File: config.mk
export PLATFORM = sky130hd
export DESIGN_NAME = battery_gauge_emergency_latch
export DESIGN_NICKNAME = d
export VERILOG_FILES = /design/src/sv/bgel_pkg.sv /design/src/sv/bgel_div.sv /design/src/sv/battery_gauge_emergency_latch.sv
export VERILOG_INCLUDE_DIRS = /design/src /design/src/sv
export SDC_FILE = /design/constraint.sdc
export NUM_CORES = 1
export LEC_CHECK = 0
export ABC_AREA = 1
export BUFFER_PORTS_ARGS = -buffer_cell sky130_fd_sc_hd__buf_2
export CORE_MARGIN = 2
export CORE_UTILIZATION = 25
export CTS_CLUSTER_DIAMETER = 150
export DETAILED_ROUTE_END_ITERATION = 8
export SLEW_MARGIN = 20
export SYNTH_ARGS = -nofsm -noshare
export SYNTH_HDL_FRONTEND = slang
export SYNTH_SLANG_ARGS = --single-unit
File: constraint.sdc
create_clock -name clk -period 4.2 [get_ports clk]
set_clock_uncertainty 0.1 [all_clocks]
set_input_delay 0.21 -clock clk [delete_from_list [all_inputs] [get_ports clk]]
set_output_delay 0.21 -clock clk [all_outputs]
set_load 0.05 [all_outputs]
File: src/sv/assert_macros.svh
// Assertion macros for the RTL.
`ifndef ASSERT_MACROS_SVH
`define ASSERT_MACROS_SVH

`ifndef ASSERT_OFF

`define BGEL_ASSERT_IMP(lbl, clk, rst_n, ante, cons) \
    lbl: assert property (@(posedge clk) disable iff (!rst_n) (ante) |-> (cons)) \
        else $error("same-cycle check failed");

`define BGEL_ASSERT_NXT(lbl, clk, rst_n, ante, cons) \
    lbl: assert property (@(posedge clk) disable iff (!rst_n) (ante) |=> (cons)) \
        else $error("next-cycle check failed");

`else

`define BGEL_ASSERT_IMP(lbl, clk, rst_n, ante, cons)

`define BGEL_ASSERT_NXT(lbl, clk, rst_n, ante, cons)

`endif

`endif

File: src/sv/bgel_pkg.sv
`timescale 1ns / 1ps

package bgel_pkg;

    localparam int MV_W      = 14;
    localparam int PCT_W     = 7;
    localparam int CNT_W     = 4;
    localparam int MS_W      = 17;
    localparam int SEG_W     = 4;
    localparam int NUM_W     = 13;
    localparam int DEN_W     = 10;
    localparam int QUOT_W    = 4;
    localparam int DIV_STEPS = 4;
    localparam int STEP_W    = 2;

    localparam logic [1:0] REQ_SAMPLE  = 2'd0;
    localparam logic [1:0] REQ_PRESS   = 2'd1;
    localparam logic [1:0] REQ_RELEASE = 2'd2;
    localparam logic [1:0] REQ_TICK    = 2'd3;

    localparam logic [1:0] CFG_LOW_PCT    = 2'd0;
    localparam logic [1:0] CFG_LOW_LIMIT  = 2'd1;
    localparam logic [1:0] CFG_LONG_PRESS = 2'd2;
    localparam logic [1:0] CFG_OPEN_PER   = 2'd3;

    localparam logic [PCT_W-1:0] PCT_MAX     = 7'd100;
    localparam logic [MS_W-1:0]  ELAPSED_MAX = 17'h1FFFF;

    localparam logic [MV_W-1:0] MV_TABLE [11] = '{
        14'd3000, 14'd3650, 14'd3700, 14'd3740, 14'd3760, 14'd3795,
        14'd3840, 14'd3910, 14'd3980, 14'd4070, 14'd4200
    };

    typedef struct packed {
        logic [1:0]      req_type;
        logic [MV_W-1:0] battery_mv;
    } in_beat_t;

    typedef struct packed {
        logic [PCT_W-1:0] battery_percent;
        logic [CNT_W-1:0] low_count;
        logic             emergency;
        logic             open_pulse;
    } out_beat_t;

    typedef struct packed {
        logic             start;
        logic [NUM_W-1:0] num;
        logic [DEN_W-1:0] den;
    } div_req_t;

    typedef struct packed {
        logic              done;
        logic [QUOT_W-1:0] quot;
    } div_rsp_t;

    function automatic logic [DEN_W-1:0] seg_span(input logic [SEG_W-1:0] seg);
        logic [MV_W-1:0] diff;
        diff = MV_TABLE[seg] - MV_TABLE[seg - 4'd1];
        return diff[DEN_W-1:0];
    endfunction

endpackage

File: src/sv/bgel_div.sv
`timescale 1ns / 1ps

module bgel_div
    import bgel_pkg::*;
(
    input  logic     clk,
    input  logic     rst_n,
    input  div_req_t req,
    output div_rsp_t rsp
);

    logic              run_reg,  run_next;
    logic              done_reg, done_next;
    logic [STEP_W-1:0] step_reg, step_next;
    logic [NUM_W-1:0]  rem_reg,  rem_next;
    logic [NUM_W-1:0]  dsh_reg,  dsh_next;
    logic [QUOT_W-1:0] quot_reg, quot_next;
    logic              fits;

    assign fits = (rem_reg >= dsh_reg);

    always_comb
    begin
        run_next  = run_reg;
        done_next = 1'b0;
        step_next = step_reg;
        rem_next  = rem_reg;
        dsh_next  = dsh_reg;
        quot_next = quot_reg;
        if (req.start)
        begin
            run_next  = 1'b1;
            step_next = STEP_W'(DIV_STEPS - 1);
            rem_next  = req.num;
            dsh_next  = {req.den, {(QUOT_W-1){1'b0}}};
            quot_next = '0;
        end
        else if (run_reg)
        begin
            if (fits)
            begin
                rem_next = rem_reg - dsh_reg;
            end
            quot_next = {quot_reg[QUOT_W-2:0], fits};
            dsh_next  = dsh_reg >> 1;
            step_next = step_reg - 1'b1;
            if (step_reg == '0)
            begin
                run_next  = 1'b0;
                done_next = 1'b1;
            end
        end
    end

    always_ff @(posedge clk or negedge rst_n)
    begin
        if (!rst_n)
        begin
            run_reg  <= 1'b0;
            done_reg <= 1'b0;
            step_reg <= '0;
        end
        else
        begin
            run_reg  <= run_next;
            done_reg <= done_next;
            step_reg <= step_next;
        end
    end

    always_ff @(posedge clk)
    begin
        rem_reg  <= rem_next;
        dsh_reg  <= dsh_next;
        quot_reg <= quot_next;
    end

    assign rsp.done = done_reg;
    assign rsp.quot = quot_reg;

endmodule

File: src/sv/battery_gauge_emergency_latch.sv
`timescale 1ns / 1ps
// Channel  | Signals                              | Beat
// ---------+--------------------------------------+------------------------------
// sample   | sample_valid, sample_stall, sample_data | in_beat_t, one per item
// result   | result_valid, result_stall, result_data | out_beat_t, one per item
// cfg      | cfg_valid, cfg_ready, cfg_index, cfg_data | register write
//
// Button and tick beats pass through the setup and finish states; battery samples
// inside the table also wait in the divide state for the 4-step restoring divider.
// Samples below or above the table skip the divider.
// rst_n clears configuration to its defaults and all gauge and latch state.
// The result register holds a beat while result_stall is high; a new sample
// beat is taken meanwhile, and its result waits for the register to free up.

`include "assert_macros.svh"

module battery_gauge_emergency_latch
    import bgel_pkg::*;
(
    input  logic            clk,
    input  logic            rst_n,
    input  logic            sample_valid,
    output logic            sample_stall,
    input  in_beat_t        sample_data,
    output logic            result_valid,
    input  logic            result_stall,
    output out_beat_t       result_data,
    input  logic            cfg_valid,
    output logic            cfg_ready,
    input  logic [1:0]      cfg_index,
    input  logic [MS_W-1:0] cfg_data
);

    typedef enum logic [3:0] {
        ST_IDLE   = 4'b0001,
        ST_SETUP  = 4'b0010,
        ST_DIV    = 4'b0100,
        ST_FINISH = 4'b1000
    } state_t;

    state_t state_reg, state_next;

    logic [PCT_W-1:0] thr_reg,    thr_next;
    logic [CNT_W-1:0] limit_reg,  limit_next;
    logic [MS_W-1:0]  long_reg,   long_next;
    logic [MS_W-1:0]  period_reg, period_next;

    logic [1:0]       req_reg,    req_next;
    logic [MV_W-1:0]  mv_reg,     mv_next;
    logic [SEG_W-1:0] seg_reg,    seg_next;
    logic [PCT_W-1:0] pct_reg,    pct_next;

    logic [PCT_W-1:0] last_reg,   last_next;
    logic [CNT_W-1:0] low_reg,    low_next;
    logic             emerg_reg,  emerg_next;
    logic             held_reg,   held_next;
    logic             done_reg,   done_next;
    logic [MS_W-1:0]  hold_reg,   hold_next;
    logic [MS_W-1:0]  open_reg,   open_next;

    logic             res_valid_reg, res_valid_next;
    out_beat_t        res_data_reg,  res_data_next;

    div_req_t         div_req;
    div_rsp_t         div_rsp;

    logic             accept;
    logic             out_free;
    logic             fire;
    logic             pulse;
    logic [SEG_W-1:0] seg_find;
    logic [MV_W-1:0]  gap_wide;
    logic [DEN_W-1:0] gap;
    logic [PCT_W-1:0] seg_tens;

    bgel_div u_div (
        .clk   (clk),
        .rst_n (rst_n),
        .req   (div_req),
        .rsp   (div_rsp)
    );

    assign sample_stall = (state_reg != ST_IDLE);
    assign accept       = sample_valid && !sample_stall;
    assign cfg_ready    = (state_reg == ST_IDLE);
    assign out_free     = !res_valid_reg || !result_stall;
    assign fire         = (state_reg == ST_FINISH) && out_free;

    always_comb
    begin
        seg_find = SEG_W'(10);
        for (int i = 9; i >= 1; i--)
        begin
            if (mv_reg < MV_TABLE[i])
            begin
                seg_find = SEG_W'(i);
            end
        end
    end

    assign gap_wide = MV_TABLE[seg_find] - mv_reg;
    assign gap      = gap_wide[DEN_W-1:0];
    assign seg_tens = {seg_reg, 3'b000} + {2'b00, seg_reg, 1'b0};

    assign div_req.start = (state_reg == ST_SETUP) && (req_reg == REQ_SAMPLE)
                           && (mv_reg >= MV_TABLE[0]) && (mv_reg < MV_TABLE[10]);
    assign div_req.num   = {gap, 3'b000} + {2'b00, gap, 1'b0};
    assign div_req.den   = seg_span(seg_find);

    // sequencer
    always_comb
    begin
        state_next = state_reg;
        req_next   = req_reg;
        mv_next    = mv_reg;
        seg_next   = seg_reg;
        pct_next   = pct_reg;
        unique case (state_reg)
            ST_IDLE:
            begin
                if (accept)
                begin
                    req_next   = sample_data.req_type;
                    mv_next    = sample_data.battery_mv;
                    state_next = ST_SETUP;
                end
            end
            ST_SETUP:
            begin
                seg_next = seg_find;
                if (mv_reg < MV_TABLE[0])
                begin
                    pct_next = '0;
                end
                else
                begin
                    pct_next = PCT_MAX;
                end
                state_next = div_req.start ? ST_DIV : ST_FINISH;
            end
            ST_DIV:
            begin
                if (div_rsp.done)
                begin
                    pct_next   = seg_tens - {{(PCT_W-QUOT_W){1'b0}}, div_rsp.quot};
                    state_next = ST_FINISH;
                end
            end
            ST_FINISH:
            begin
                if (out_free)
                begin
                    state_next = ST_IDLE;
                end
            end
            default:
            begin
                state_next = ST_IDLE;
            end
        endcase
    end

    always_comb
    begin
        thr_next    = thr_reg;
        limit_next  = limit_reg;
        long_next   = long_reg;
        period_next = period_reg;
        if (cfg_valid && cfg_ready)
        begin
            unique case (cfg_index)
                CFG_LOW_PCT:    thr_next    = cfg_data[PCT_W-1:0];
                CFG_LOW_LIMIT:  limit_next  = cfg_data[CNT_W-1:0];
                CFG_LONG_PRESS: long_next   = cfg_data;
                CFG_OPEN_PER:   period_next = cfg_data;
                default:        thr_next    = thr_reg;
            endcase
        end
    end

    // gauge and latch update
    always_comb
    begin
        logic [CNT_W:0]  cnt_inc;
        logic [MS_W-1:0] hold_inc;
        logic [MS_W-1:0] open_inc;
        logic            entered;

        cnt_inc    = '0;
        hold_inc   = hold_reg;
        open_inc   = open_reg;
        entered    = 1'b0;
        pulse      = 1'b0;
        last_next  = last_reg;
        low_next   = low_reg;
        emerg_next = emerg_reg;
        held_next  = held_reg;
        done_next  = done_reg;
        hold_next  = hold_reg;
        open_next  = open_reg;
        if (fire)
        begin
            unique case (req_reg)
                REQ_SAMPLE:
                begin
                    last_next = pct_reg;
                    if (pct_reg < thr_reg)
                    begin
                        cnt_inc = {1'b0, low_reg} + 1'b1;
                        if (cnt_inc > {1'b0, limit_reg})
                        begin
                            low_next = limit_reg;
                        end
                        else
                        begin
                            low_next = cnt_inc[CNT_W-1:0];
                        end
                        if ((low_next >= limit_reg) && !emerg_reg)
                        begin
                            emerg_next = 1'b1;
                            open_next  = '0;
                            pulse      = 1'b1;
                        end
                    end
                    else
                    begin
                        low_next = '0;
                    end
                end
                REQ_PRESS:
                begin
                    held_next = 1'b1;
                    hold_next = '0;
                    done_next = 1'b0;
                end
                REQ_RELEASE:
                begin
                    held_next = 1'b0;
                end
                REQ_TICK:
                begin
                    if (held_reg && !done_reg)
                    begin
                        if (hold_reg < ELAPSED_MAX)
                        begin
                            hold_inc = hold_reg + 1'b1;
                        end
                        hold_next = hold_inc;
                        if (hold_inc >= long_reg)
                        begin
                            done_next = 1'b1;
                            if (!emerg_reg)
                            begin
                                entered    = 1'b1;
                                emerg_next = 1'b1;
                                open_next  = '0;
                            end
                        end
                    end
                    if (entered)
                    begin
                        pulse = 1'b1;
                    end
                    else if (emerg_reg)
                    begin
                        if (open_reg < ELAPSED_MAX)
                        begin
                            open_inc = open_reg + 1'b1;
                        end
                        if (open_inc >= period_reg)
                        begin
                            open_next = '0;
                            pulse     = 1'b1;
                        end
                        else
                        begin
                            open_next = open_inc;
                        end
                    end
                end
                default:
                begin
                    held_next = held_reg;
                end
            endcase
        end
    end

    always_comb
    begin
        res_valid_next = res_valid_reg;
        res_data_next  = res_data_reg;
        if (fire)
        begin
            res_valid_next                = 1'b1;
            res_data_next.battery_percent = last_next;
            res_data_next.low_count       = low_next;
            res_data_next.emergency       = emerg_next;
            res_data_next.open_pulse      = pulse;
        end
        else if (!result_stall)
        begin
            res_valid_next = 1'b0;
        end
    end

    always_ff @(posedge clk or negedge rst_n)
    begin
        if (!rst_n)
        begin
            state_reg     <= ST_IDLE;
            thr_reg       <= 7'd20;
            limit_reg     <= 4'd3;
            long_reg      <= 17'd60000;
            period_reg    <= 17'd10000;
            last_reg      <= '0;
            low_reg       <= '0;
            emerg_reg     <= 1'b0;
            held_reg      <= 1'b0;
            done_reg      <= 1'b0;
            hold_reg      <= '0;
            open_reg      <= '0;
            res_valid_reg <= 1'b0;
        end
        else
        begin
            state_reg     <= state_next;
            thr_reg       <= thr_next;
            limit_reg     <= limit_next;
            long_reg      <= long_next;
            period_reg    <= period_next;
            last_reg      <= last_next;
            low_reg       <= low_next;
            emerg_reg     <= emerg_next;
            held_reg      <= held_next;
            done_reg      <= done_next;
            hold_reg      <= hold_next;
            open_reg      <= open_next;
            res_valid_reg <= res_valid_next;
        end
    end

    always_ff @(posedge clk)
    begin
        req_reg      <= req_next;
        mv_reg       <= mv_next;
        seg_reg      <= seg_next;
        pct_reg      <= pct_next;
        res_data_reg <= res_data_next;
    end

    assign result_valid = res_valid_reg;
    assign result_data  = res_data_reg;

    `BGEL_ASSERT_NXT(a_latch_holds, clk, rst_n, emerg_reg, emerg_reg)
    `BGEL_ASSERT_IMP(a_pulse_needs_latch, clk, rst_n, res_valid_reg, !res_data_reg.open_pulse || res_data_reg.emergency)
    `BGEL_ASSERT_IMP(a_div_done_in_div, clk, rst_n, div_rsp.done, state_reg == ST_DIV)
    `BGEL_ASSERT_IMP(a_pct_in_range, clk, rst_n, state_reg == ST_FINISH, pct_reg <= PCT_MAX)

endmodule

==> flow_metrics.tcl <==
set metrics [dict create \
    status "complete, but fails checks" \
    violations "negative setup slack" \
    synth_edf_count 63 \
    rr_worst_depth 27 \
    synth.most_common_cell "nand2_1" \
    hold-worst-slack_ns 0.02718 \
    p_int_mw 7.025 \
    end_kind "flop" \
    grt_pass1_vias 10190 \
    worstSetupPathType "flop to flop" \
    timing.slew.headroom 0.3767 \
    clock-sinks 172 \
    firstDrtPassIters 5 \
    wirelength_mm 30.24 \
    ys_warn_count 0 \
    r2r_start "mv_reg[13]" \
    powerDensity_mw_per_mm2 849.2 \
    yosysTopAreaCellShare 0.1824 \
    dpl_worst_slack_ns -0.3529 \
    clk_latency_ns 0.45 \
    num_io_pins 56 \
    tns_ns -0.8753 \
    period_needed_ns 4.443 \
    cts_buffer_depth 2 \
    synth_top_cells_by_count "336 x nand2_1, 235 x inv_1, 114 x o21ai_0" \
    start_util 0.2521 \
    final_util 0.3201 \
    layout.nets 1824 \
    worstHoldPathCells 3 \
    die_area_sq_mm 0.04840 \
    grt_overflow_total 0 \
    p_leak_nw 7.128 \
    fmax_mhz 225.1 \
    numCtsBuffers 17 \
    finalPower_mw 12.57 \
    maxCapViolCount 0 \
    p_switching_mw 5.548 \
    ys_seq_area_frac 0.3949 \
    synth_cells 1468 \
    r2r-end "u_div.rem_reg[12]" \
    detail_route.wl_per_cell_um 13.20 \
    placed_cells 2205 \
    synth_area_leaders "dfrtp_1 18%, edfxtp_1 16%, ha_1 11%" \
    synth_top_area_cell "dfrtp_1" \
    async_reset_ff_frac 0.5930 \
    syn-num-nets 1621 \
    p_clk_frac 0.127 \
    critPathMaxFanout 6 \
    viasPerCell 4.455 \
    netlist_area_sq_mm 0.01166 \
    grt_max_degree 73 \
    arrival_ns 4.53 \
    min_to "thr_reg[4]" \
    antenna_found_initial 0 \
    start_kind "flop" \
    grt_pass1_wl_mm 49.85 \
    slew_violations 0 \
    reg2reg_slack_ns -0.24 \
    ys.flop_type "dfrtp_1" \
    synth.avg_cell_area_sq_um 7.945 \
    cts_max_level 4 \
    layout.cells.non_filler 2291 \
    design.core.area_sq_mm 0.04626 \
    drc 0 \
    setup_viol 6 \
    worstPathRequired_ns 4.29 \
    power_frac_seq 0.212 \
    die_width_um 220.0 \
    hold_viol 0 \
    area_growth_syn_to_layout_pct 26.94 \
    drtIter0Drc 675 \
    min-delay-start "cfg_data[4]" \
    row_count 79 \
    place_congestion 0.8782 \
    fin_crit_sh 1.058 \
    filler_cell_count 4871 \
    numPortBuffers 55 \
    cts_tree "done" \
    rsz0062_at_grt "true" \
    worstMarginPinSlew_ns 0.9350 \
    dpl-instance-area_sq_mm 0.01347 \
    clk_pin_slew_ns 0.07 \
    stdcell_area_sq_mm 0.01481 \
    drive_above_1_share 0.2102 \
    routed-via-count 10207 \
    min_path_type "primary input to flop" \
    die_h_um 220.0 \
    swShare 0.4413 \
    postRouteAntennaNets 0 \
    ys_seq_elements 172 \
    p_comb_frac 0.661 \
    synth_cell_types 55 \
    ir_drop_v 0.0006806 \
    dpl.hpwl_mm 23.53 \
    cts_root_buffer "clkbuf_16" \
    grt_usage 0.1294 \
    worst_slack_ns -0.2430 \
    antenna_cells 0 \
]
-- power by group through the flow --
stage / clock network (mW) / registers [mW] / logic, mW
after floorplan: 0 / 2.64 / 4.76
after global placement: 0 / 2.69 / 7.05
after detailed placement: 0 / 2.70 / 7.20
after CTS: 1.64 / 2.68 / 7.86
after global routing: 1.71 / 2.74 / 9.32
final: 1.60 / 2.67 / 8.31
-- worst max path at each step --
stage	from	endpoint	slack, ns	cells after the start
after global placement	mv_reg[13]	u_div.rem_reg[11]	-0.23	32
final	mv_reg[13]	u_div.rem_reg[12]	-0.24	27
after floorplan	mv_reg[13]	u_div.rem_reg[11]	-0.05	32
after global routing	mv_reg[12]	u_div.rem_reg[12]	-0.56	33
after CTS	mv_reg[13]	u_div.rem_reg[12]	-0.19	27
after detailed placement	mv_reg[12]	u_div.rem_reg[12]	-0.35	28
-- cell type report --
class | instances | area (sq um) | share of cell area
tap | 607 | 759.5 | 0.05130
inverter | 245 | 929.6 | 0.06279
clock inverter | 12 | 126.4 | 0.008535
sequential | 172 | 4606 | 0.3111
clock buffer | 20 | 456.7 | 0.03085
multi-input combinational | 1031 | 6451 | 0.4357
timing repair buffer | 204 | 1476 | 0.09972
-- routing by layer --
layer  part of all wire  vias up  GRT usage
met5                  0        -          0
met2               0.47      186     0.2183
met3              0.038       50    0.02788
li1                   -     5255          -
met4              0.023        0    0.03691
met1               0.47     4716     0.1657
-- critical path, cell delays in order (launching register included) --
cell	delay [ns]
edfxtp_1	0.45
inv_2	0.10
nand2_4	0.06
nor2_4	0.17
nand4_1	0.17
buf_4	0.18
o21ai_4	0.23
nand2_8	0.11
ha_4	0.17
o211ai_1	0.15
inv_1	0.10
ha_4	0.31
inv_6	0.05
o31ai_4	0.30
a21oi_2	0.09
o21ai_1	0.15
xor2_1	0.16
inv_1	0.10
ha_4	0.28
inv_2	0.04
o21ai_2	0.16
nand3_1	0.10
nand2_2	0.10
a21oi_2	0.06
nor2_1	0.08
nand2_1	0.06
nand3_1	0.06
nand2_1	0.07
-- layout by cell type, fill, tap and decap left out, types with 20 or more instances in the layout --
cell	Yosys	routed
dfrtp_1	85	85
dlygate4sd3_1	0	29
o21ai_0	114	101
a21oi_1	83	69
inv_1	235	226
edfxtp_1	63	63
nor2_1	92	86
ha_1	107	93
nand2_1	336	326
buf_4	0	119
nand3_1	83	79
xor2_1	36	36
nand4_1	26	26
o21ai_1	11	20
buf_2	7	54
nand2_2	14	21
-- cell families after synthesis --
group | count (synthesis) | share of synthesized area
AOI/OAI and AO/OA | 263 | 0.1255
xor gates and xnor gates | 47 | 0.03529
adders and majority gates | 113 | 0.1251
buffers and inverters | 265 | 0.08678
DFF | 172 | 0.3949
and+or+nand+nor | 608 | 0.2325
-- timing repair --
action / CTS / global route
pin swaps: 33 / 31
buffers inserted: 17 / 9
endpoints found under the hold margin: 99 / 0
resized for setup: 35 / 32
endpoints found under the setup margin: 6 / 26
cloned: 0 / 0
hold buffers: 29 / 0
Note: power is estimated with default switching activity, not from simulation.
